<file path="src/rtl/cube_face_bilinear_sampler_unit_assert.svh">
// Assertion macros used by the sampler back end.
// Each macro expects clk_i and rst_ni in the scope where it is used.
`ifndef CUBE_FACE_BILINEAR_SAMPLER_UNIT_ASSERT_SVH
`define CUBE_FACE_BILINEAR_SAMPLER_UNIT_ASSERT_SVH

// Same-cycle implication, disabled while in reset
`define CFBS_ASSERT_NOW(label, ante, cons, msg) \
  label: assert property (@(posedge clk_i) disable iff (!rst_ni) (ante) |-> (cons)) \
    else $error(msg);

// Next-cycle implication, disabled while in reset
`define CFBS_ASSERT_NEXT(label, ante, cons, msg) \
  label: assert property (@(posedge clk_i) disable iff (!rst_ni) (ante) |=> (cons)) \
    else $error(msg);

`endif

</file>
<file path="src/rtl/cfbs_pkg.sv">
// Shared types, constants and helpers of the cube face bilinear sampler.
// Used by cfbs_front, cfbs_queue, cfbs_back and the top level.
`timescale 1ns / 1ps
package cfbs_pkg;

  // Parameter defaults
  localparam int unsigned MAX_LOG_SIZE_DEF = 6;
  localparam int unsigned FACE_COUNT_DEF   = 6;

  // Largest supported face size, sizes the address field of a queue word
  localparam int unsigned MAX_LOG_LIMIT = 12;
  localparam int unsigned ADDR_MAX_W =
    $clog2(FACE_COUNT_DEF * (((1 << (2 * MAX_LOG_LIMIT + 2)) - 1) / 3));

  // Texel position is at most 7 bits: the size register is 3 bits wide
  localparam int unsigned POS_W  = 7;
  localparam int unsigned SIDE_W = 8;

  // Decoupling queue depth, a power of two
  localparam int unsigned QUEUE_DEPTH = 2;

  // Configuration register indexes
  localparam logic CFG_LOG_BASE_SIZE = 1'b0;
  localparam logic CFG_LEVEL_COUNT   = 1'b1;

  // Register reset values
  localparam logic [2:0] LOG_BASE_SIZE_RST = 3'd6;
  localparam logic [2:0] LEVEL_COUNT_RST   = 3'd7;

  // Function codes of an input word
  localparam logic FUNC_WRITE  = 1'b0;
  localparam logic FUNC_SAMPLE = 1'b1;

  // Work kinds passed from front to back
  typedef enum logic [1:0] {
    OP_WRITE,
    OP_SAMPLE,
    OP_FLAT
  } op_e;

  // Back end sequencer states
  typedef enum logic {
    ST_IDLE,
    ST_FETCH
  } state_e;

  // One classified word in the queue
  typedef struct packed {
    op_e                     op;
    logic [ADDR_MAX_W-1:0]   addr;     // write address or top-left texel
    logic                    dx;       // step to the right neighbour
    logic [SIDE_W-1:0]       dy;       // step to the lower neighbour
    logic [7:0]              fx;
    logic [7:0]              fy;
    logic                    at_edge;
    logic                    bad;      // flat result with bad level flag
    logic [7:0]              data;     // texel value for a write
  } entry_t;

  // Start of a level inside a face: the larger levels come first
  function automatic logic [31:0] level_offset(input logic [2:0] level,
                                               input int unsigned max_log);
    logic [31:0] off;
    off = '0;
    for (int unsigned k = 0; k < 7; k++) begin
      if ((32'(k) < 32'(level)) && (k <= max_log)) begin
        off = off + (32'd1 << (2 * (max_log - k)));
      end
    end
    return off;
  endfunction

endpackage

</file>
<file path="src/rtl/cfbs_queue.sv">
// Short queue of classified words between front and back end.
// Word type cfbs_pkg::entry_t, depth cfbs_pkg::QUEUE_DEPTH.
`timescale 1ns / 1ps
module cfbs_queue (
  input  logic              clk_i,
  input  logic              rst_ni,
  input  logic              push_i,
  input  cfbs_pkg::entry_t  entry_i,
  output logic              full_o,
  input  logic              pop_i,
  output logic              empty_o,
  output cfbs_pkg::entry_t  head_o
);

  localparam int unsigned PtrW = $clog2(cfbs_pkg::QUEUE_DEPTH);

  cfbs_pkg::entry_t entries_q [cfbs_pkg::QUEUE_DEPTH];
  logic [PtrW-1:0]  wr_ptr_q, wr_ptr_d, rd_ptr_q, rd_ptr_d;
  logic [PtrW:0]    count_q, count_d;

  assign full_o  = count_q == (PtrW + 1)'(cfbs_pkg::QUEUE_DEPTH);
  assign empty_o = count_q == '0;
  assign head_o  = entries_q[rd_ptr_q];

  // Advance pointers and fill count
  always_comb begin
    wr_ptr_d = wr_ptr_q;
    rd_ptr_d = rd_ptr_q;
    count_d  = count_q;
    if (push_i) begin
      wr_ptr_d = wr_ptr_q + PtrW'(1);
      count_d  = count_d + (PtrW + 1)'(1);
    end
    if (pop_i) begin
      rd_ptr_d = rd_ptr_q + PtrW'(1);
      count_d  = count_d - (PtrW + 1)'(1);
    end
  end

  always_ff @(posedge clk_i or negedge rst_ni) begin
    if (!rst_ni) begin
      wr_ptr_q <= '0;
      rd_ptr_q <= '0;
      count_q  <= '0;
    end else begin
      wr_ptr_q <= wr_ptr_d;
      rd_ptr_q <= rd_ptr_d;
      count_q  <= count_d;
    end
  end

  // Store pushed words
  always_ff @(posedge clk_i) begin
    if (push_i) begin
      entries_q[wr_ptr_q] <= entry_i;
    end
  end

endmodule

</file>
<file path="config.mk">
export PLATFORM = sky130hd
export DESIGN_NAME = cfbs_queue
export DESIGN_NICKNAME = d
export VERILOG_FILES = /design/src/rtl/cube_face_bilinear_sampler_unit_assert.svh /design/src/rtl/cfbs_pkg.sv /design/src/rtl/cfbs_queue.sv
export SDC_FILE = /design/constraint.sdc
export NUM_CORES = 1
export LEC_CHECK = 0
export ABC_AREA = 1
export CAP_MARGIN = 20
export CELL_PAD_IN_SITES_DETAIL_PLACEMENT = 2
export CELL_PAD_IN_SITES_GLOBAL_PLACEMENT = 2
export CORE_ASPECT_RATIO = 1.4
export CORE_UTILIZATION = 41
export CTS_BUF_LIST = sky130_fd_sc_hd__clkbuf_16
export DETAILED_ROUTE_END_ITERATION = 8
export DONT_BUFFER_PORTS = 1
export PLACE_DENSITY_LB_ADDON = 0.1
export SLEW_MARGIN = 20
export SYNTH_ARGS = -nofsm -noshare
export SYNTH_HDL_FRONTEND = slang
export SYNTH_SLANG_ARGS = --single-unit
</file>
<file path="constraint.sdc">
create_clock -name clk_i -period 3.69 [get_ports clk_i]
set_clock_uncertainty 0.15 [all_clocks]
set_input_delay 0 -clock clk_i [delete_from_list [all_inputs] [get_ports clk_i]]
set_output_delay 0 -clock clk_i [all_outputs]
set_load 0.005 [all_outputs]
</file>
# Yosys cells after proc, flatten, opt, wreduce, memory -nomap -nowiden
# Memory sizes are Yosys's and may differ from the RTL's.
# Cells that the tools add are included.
totals:
  in_bits: 68
  mem_bits_rw: 128
  mem_count: 1
  reg_bits: 4
  out_inout_bits: 66
memory_table:
  columns: ["name", "words", "word_bits", "rd", "rd_ports_with_merged_regs", "write_ports", "line_no", "rtl"]
  rows:
  - ["entries_q", 2, 64, 1, 0, 1, "cfbs_queue.sv:17", "cfbs_pkg::entry_t entries_q [cfbs_pkg::QUEUE_DEPTH];"]
op_classes:
  reduce_logical: 1
  add_sub_neg: 4
  eq_ne: 1
  mux: 4
ops:
  columns: ["operator", "n"]
  rows:
  - ["$mux W2", 2]
  - ["$add A1 B1 Y1 const B", 2]
  - ["$add A2 B1 Y2 const B", 1]
  - ["$eq A2 B2 Y1 const B", 1]
  - ["$logic_not A2 Y1", 1]
  - ["$mux W1", 2]
  - ["$sub A2 B1 Y2 const B", 1]

# Depth between registers and ports, before layout
# Gate-level depths: netlist (run 1).
logic_depth:
  ltp_word: 4
  mapped_depth: 8
  mapped_depth_nobuf: 8

# Least setup slack after synthesis (run 1)
# OpenSTA, ideal clock, no wires.
synth_timing:
  path_type: "reg2reg"
  from: "reg wr_ptr_q"
  to: "mem entries_q[0][0] (netlist bit) (enable)"
  period_less_slack_ns: 3.723
  required_time_ns: 3.053
  arrival_ns: 3.086
  slack_ns: -0.033
  path_stages_with_launch: 2
  path_cell_list: "dfrtp_1 nor2_1"
synth_lines:
  columns: ["element", "line_no", "rtl"]
  rows:
  - ["start, declared", "cfbs_queue.sv:18", "logic [PtrW-1:0] wr_ptr_q, wr_ptr_d, rd_ptr_q, rd_ptr_d;"]
  - ["start signal, assigned", "cfbs_queue.sv:46", "wr_ptr_q <= wr_ptr_d;"]
  - ["end, declared", "cfbs_queue.sv:17", null]
# Straight into the memory's write port.

==> results of run 1 <==
[critical path: cells and delay by family, from the launching register on]
kind	cells	cell delay [ns]
multiplexers	1	0.40
buffers and inverters	1	0.32
flip-flops	1	0.76
[registers in the layout, summed over array words and instances, names as in the netlist]
| signal | count |
|---|---|
| entries_q | 128 |
| count_q | 2 |
| rd_ptr_q | 1 |
| wr_ptr_q | 1 |
[cell type report]
cell class | instances | area, µm²
Clock buffer | 17 | 425
Clock inverter | 15 | 188
Fill cell | 1002 | 5410
Inverter | 6 | 22.5
Multi-Input combinational cell | 83 | 1020
Sequential cell | 132 | 3950
Tap cell | 147 | 184
Timing Repair Buffer | 71 | 736
[routing by layer]
| metal | wire length, µm | share of wire | track usage |
|---|---|---|---|
| met4 | 139 | 0.014 | 0.0622 |
| met5 | 0 | 0 | 0 |
| met3 | 533 | 0.055 | 0.0479 |
| met2 | 5380 | 0.56 | 0.284 |
| met1 | 3630 | 0.37 | 0.176 |
[metrics by stage]
| step | hold WS (ns) | utilization |
|---|---|---|
| floorplan | -0.446 | - |
| global placement | -0.445 | 0.436 |
| detailed placement | -0.445 | 0.436 |
| CTS | 0.0832 | 0.544 |
| global route | 0.0923 | 0.547 |
| finish | 0.104 | 0.547 |
[layout by cell type, fill, tap and decap left out]
| master | instances |
|---|---|
| buf_12 | 1 |
| buf_16 | 1 |
| buf_4 | 1 |
| bufinv_16 | 4 |
| clkbuf_16 | 17 |
| clkinv_1 | 4 |
| clkinv_2 | 1 |
| clkinv_4 | 1 |
| clkinvlp_4 | 4 |
| dfrtp_1 | 3 |
| dfrtp_4 | 1 |
| dlygate4sd3_1 | 68 |
| edfxtp_1 | 128 |
| ha_1 | 2 |
| inv_1 | 5 |
| inv_2 | 1 |
| inv_6 | 1 |
| mux2_2 | 14 |
| mux2_4 | 50 |
| nand2_1 | 11 |
| nand3_1 | 2 |
| nor2_4 | 1 |
| xnor2_1 | 1 |
| xor2_1 | 2 |
[report_power, final]
group | switching, µW | leakage (µW) | internal [µW]
clock | 586 | 0.000285 | 1120
sequential | 172 | 0.00125 | 2000
combinational | 500 | 0.000872 | 586
total | 1260 | 0.00240 | 3700
[logic make-up after synthesis]
kind of cell / after synthesis / share of synthesized area
and+or+nand+nor: 14 / 0.0109
muxes: 64 / 0.180
xor gates and xnor gates: 3 / 0.00520
adders and majority gates: 2 / 0.00495
DFF: 132 / 0.780
buffers and inverters: 13 / 0.0188
[how the worst max path moves through the flow]
stage,startpoint,end,cells past startpoint
global placement,wr_ptr_q$_DFFE_PN0P_,entries_q[1][1]$_DFFE_PP_,3
CTS,rd_ptr_q$_DFFE_PN0P_,head_o[46],1
finish,rd_ptr_q$_DFFE_PN0P_,head_o[40],2
floorplan,wr_ptr_q$_DFFE_PN0P_,entries_q[0][0]$_DFFE_PP_,1
detailed placement,wr_ptr_q$_DFFE_PN0P_,entries_q[1][2]$_DFFE_PP_,3
global route,rd_ptr_q$_DFFE_PN0P_,head_o[40],2
==> key figures, run 1 <==
Run status
  • Outcome: finished clean

Final layout
  • Ant diodes: 0
  • Post-route cell area: 6530 µm²
  • Area grow syn2layout: 29.1%
  • Fraction of layout instances using a drive strength above 1: 0.302
  • Final Non-Filler Cells: 471
  • Layout Nets: between 300 and 400

Floorplan
  • Ports: 134
  • Die extent in y: 133 µm
  • CORE AREA: 11900 µm²
  • Initial Util: 0.423
  • Row count: 47
  • Die width: 95.8 µm
  • Total die area: 12800 µm²

Clock tree
  • Cts repair resizes: 0
  • CTS clk-pin slew, worst paths: about 0.050 ns
  • Clk root buf: clkbuf_16
  • Sink Count: 132
  • Clock Path Buffers: 2
  • CTS tree: done
  • H-tree levels: 4
  • Hold buffer count at CTS: 68
  • Skew-Pair Late Insertion Delay: between 0.3 and 0.4 ns
  • CTS buffer count: 17
  • Setup Buffers After CTS: 0

Synth
  • Seq/Total Area, Yosys: 0.780
  • Top post-synthesis cells by area: edfxtp_1 76%, mux2_4 15%, mux2_2 3.1%
  • Most frequent cell after synthesis: edfxtp_1
  • Synth Warn #: 0
  • Post-synth EDFFs: 128
  • Synth Instances: 228
  • Post-synth top area cell: edfxtp_1
  • Syn_nets: 298
  • Syn Std Cell Area: 5050 µm²
  • #FFs+latches synth: 132
  • Post-synth top area share: 0.761
  • Top post-synthesis cells by count: 128 x edfxtp_1, 50 x mux2_4, 14 x mux2_2
  • Ys flop type: edfxtp_1
  • Post-synthesis async set-or-reset flop share: 0.0303
  • Syn Area/Cell: 22.2 µm²
  • Synth unique cells: 13

Routing
  • Routed len/inst: 20.6 µm
  • Post-route ant nets: 0
  • Total wire length: 9680 µm
  • Vias: ~2300
  • Starting DRT DRC Count: 117
  • DRC viols: 0
  • Pre-antenna DRT Iters: 3
  • Vias per inst: 4.81

Place
  • Placed Cells: 370
  • Post-placement cell area: roughly 5200 µm²
  • IO Port Bufs: 0
  • Dpl hpwl: 6270 µm
  • Placement Setup Slack: 1.68 ns
  • GP Congestion: 0.614

Worst hold path
  • Hold-critical path endpoint: entries_q[0][36]$_DFFE_PP_
  • Hold Path Stages: 1
  • HP Start: entry_i[36]
  • HP Class: input port to register

Job
  • Max-Cap Viols: 0

Global routing
  • Largest net degree at the start of global routing: 66
  • Total gr overflow: 0
  • GRT Resource Usage Total: 0.160
  • Initial antenna violation count: 0
  • First-pass GRT wire length: around 15000 µm
  • Number of global-route vias before repair: 2633

Setup path
  • CP cell instances: buf_16 -> mux2_2
  • CP endpoint kind: output port
  • Slowest stage delay, CP: 0.76 ns
  • R2R setup slack: 1.69 ns
  • RR Startpoint: wr_ptr_q$_DFFE_PN0P_
  • Crit start category: register
  • Slowest-stage cell, CP: dfrtp_4
  • Worst EP arrival: 1.89 ns
  • Crit Path Max Fanout: 38
  • Cell count of the worst reg-to-reg path: 3
  • Required time worst endpoint: approximately 3.5 ns
  • RR Endpoint: entries_q[1][22]$_DFFE_PP_
  • Setup Crit Path Kind: register to output port

Timing
  • Fin crit share: 0.554
  • Final Critical Period: 2.04 ns
  • Worst-Margin Slew: 0.726 ns
  • RSZ-0062 raised after global routing: no
  • Max-slew headroom: 0.515
  • Fin Setup TNS: 0 ns
  • Final Hold Fails: 0
  • Setup Viol. Count Final: 0
  • Final Max Slew Viols: 0
  • Fmax: 489 MHz
  • Final WS setup: 1.65 ns

Pwr
  • Pwr/cell area: around 760 nW/µm²
  • P_leak: 0.00240 µW
  • Max VDD drop: 0.000452 V
  • Total Power: 4960 µW
(Power assumes the default switching activity.)
==> run 2: changes to the inputs <==
Clock period 3.69 ns to 1.7 ns, I/O delays scaled along.
==> run 2 against run 1 <==
Utilization increased by 0.37 points; global-route usage increased by 0.63 points; critical endpoint is now head_o[48]; critical path depth unchanged; largest cell class unchanged; critical path type unchanged.
==> key figures, run 2 (synthesis gave the netlist of run 1 again) <==
Run status
  • Outcome: finished clean

Place
  • Dpl hpwl: 6270 µm (+0.11%)
  • Post-placement cell area: 5300 µm² (+1.8%)
  • IO Port Bufs: 0 (unchanged)
  • GP Congestion: 0.635 (+3.4%)

Timing
  • Fmax: 612 MHz
  • Setup Viol. Count Final: 0 (unchanged)
  • Final Critical Period: 1.63 ns
  • Final Hold Fails: 0 (unchanged)
  • Fin crit share: 0.961
  • Worst-Margin Slew: 0.324 ns (-0.402 ns)
  • RSZ-0062 raised after global routing: no
  • Final Max Slew Viols: 0 (unchanged)
  • Max-slew headroom: 0.784 (+0.269)
  • Fin Setup TNS: 0 ns (unchanged)

Final layout
  • Area grow syn2layout: 30.0%
  • Commonest cells after routing, fill and taps aside: 128 x edfxtp_1, 68 x dlygate4sd3_1, 50 x mux2_4
  • Layout Nets: 385 (+1.0%)
  • Largest registers: entries_q: 128 flops, count_q: 2 flops
  • Ant diodes: 0 (unchanged)
  • Fraction of layout instances using a drive strength above 1: 0.311 (+0.00851)
  • Post-route cell area: 6570 µm² (+0.67%)
  • Top reg by flops: entries_q
  • Final Util: 0.550 (+0.00367)
  • Commonest non-fill, non-tap cell in the layout: edfxtp_1
  • Max reg flops: 128 (unchanged)

Worst hold path
  • HP Class: input port to register
  • HP Start: entry_i[52]

Clock tree
  • CTS tree: done
  • Cts repair resizes: 0 (unchanged)
  • Sink Count: 132 (unchanged)
  • H-tree levels: 4 (unchanged)
  • Clock Path Buffers: 2 (unchanged)
  • CTS buffer count: 17 (unchanged)
  • Clk root buf: clkbuf_16
  • CTS clk-pin slew, worst paths: 0.06 ns (about the same)
  • Skew-Pair Late Insertion Delay: 0.39 ns (about the same)
  • Setup Buffers After CTS: 0 (unchanged)
  • Hold buffer count at CTS: 68 (unchanged)

Setup path
  • Crit path from: rd_ptr_q$_DFFE_PN0P_
  • RR Startpoint: wr_ptr_q$_DFFE_PN0P_
  • Setup Crit Path Kind: register to output port
  • Critical Path End: head_o[48]
  • Crit start category: register
  • CP endpoint kind: output port
  • Required time worst endpoint: 1.55 ns (-1.99 ns)
  • Cell count of the worst reg-to-reg path: 3 (unchanged)
  • Crit Path Max Fanout: 28 (-26%)
  • RR Endpoint: entries_q[1][48]$_DFFE_PP_
  • Worst EP arrival: 1.48 ns (-0.41 ns)
  • R2R setup slack: 0.28 ns (-1.41 ns)

Routing
  • DRC viols: 0 (unchanged)
  • Routed len/inst: 21.1 µm (+2.4%)
  • Starting DRT DRC Count: 134 (+15%)
  • Total wire length: 10000 µm (+3.3%)
  • Vias: 2333 (+2.9%)
  • Post-route ant nets: 0 (unchanged)
  • Vias per inst: 4.91 (+2.0%)
  • Pre-antenna DRT Iters: 4 (+1)

Pwr
  • Sequential power share: 0.422 (-0.015)
  • Max VDD drop: 0.000920 V (+100%)
  • Switch share: 0.259 (+0.00559)
  • Pwr/cell area: 1640 nW/µm² (+120%)
  • P_leak: 0.00242 µW (+0.81%)
  • Comb pwr share: 0.246 (+0.027)
  • Internal power: 8000 µW (+120%)
  • Clock power frac: 0.332 (-0.012)
  • Total Power: 10800 µW (+120%)
  • Net switching power: 2800 µW (+120%)

Global routing
  • First-pass GRT wire length: 14900 µm (+3.0%)
  • Grt met1 use: 0.177 (+0.000617)
  • GRT Resource Usage Total: 0.167 (+0.00632)
  • Total gr overflow: 0 (unchanged)
  • Number of global-route vias before repair: 2649 (+0.61%)
  • Initial antenna violation count: 0 (unchanged)
  • Largest net degree at the start of global routing: 56 (-15%)
  • GRT met2 Usage: 0.307 (+0.0230)
  • Top Usage Layer GRT: met2
  • GR Util met3: 0.0422 (-0.00571)

Floorplan
  • Row count: 47 (unchanged)
  • Initial Util: 0.423 (unchanged)
  • Total die area: 12800 µm² (unchanged)
  • CORE AREA: 11900 µm² (unchanged)
  • Die width: 95.8 µm (unchanged)
  • Ports: 134 (unchanged)
  • Die extent in y: 133 µm (unchanged)

Job
  • Max-Cap Viols: 0 (unchanged)
## run 2: metrics by stage
step                      hold slack [ns]  worst slack, ns  instances
after floorplan                    -0.446           -0.255        228
after global placement             -0.445            0.330        375
after detailed placement           -0.445            0.279        375
after CTS                          0.0808           0.0292        475
after global routing               0.0874           0.0169        475
final                               0.102           0.0655        475
## run 2: power by group through the flow
stage / sequential (µW) / combinational [µW] / clock (µW)
CTS: 4560 / 2740 / 3650
floorplan: 4520 / 2050 / 0
detailed placement: 4620 / 2570 / 0
finish: 4550 / 2660 / 3580
global placement: 4550 / 2490 / 0
global route: 4610 / 2870 / 3770
## run 2: cell type report
| cell class | instances | area [µm²] |
|---|---|---|
| Timing Repair Buffer | 75 | 796 |
| Clock buffer | 17 | 425 |
| Inverter | 6 | 26.3 |
| Sequential cell | 132 | 3950 |
| Multi-Input combinational cell | 83 | 1020 |
| Fill cell | 1013 | 5370 |
| Tap cell | 147 | 184 |
| Clock inverter | 15 | 165 |
## run 2: worst max-delay path: stages (launching register included)
cell	delay (ns)
dfrtp_4	0.46
buf_12	0.22
mux2_2	0.37
## run 2: worst min path at each step
stage	endpoint	cells past startpoint
5_1_grt	entries_q[1][52]$_DFFE_PP_	1
3_3_place_gp	wr_ptr_q$_DFFE_PN0P_	0
4_1_cts	entries_q[1][37]$_DFFE_PP_	1
3_5_place_dp	wr_ptr_q$_DFFE_PN0P_	0
2_1_floorplan	count_q[0]$_DFF_PN0_	0
6_report	entries_q[0][52]$_DFFE_PP_	1
## run 2: per-layer routing
| layer | share of wire | vias up | wire (µm) |
|---|---|---|---|
| li1 | - | 1054 | - |
| met1 | 0.37 | 1197 | 3690 |
| met2 | 0.57 | 74 | 5720 |
| met3 | 0.045 | 8 | 454 |
| met4 | 0.013 | 0 | 134 |
| met5 | 0 | - | 0 |
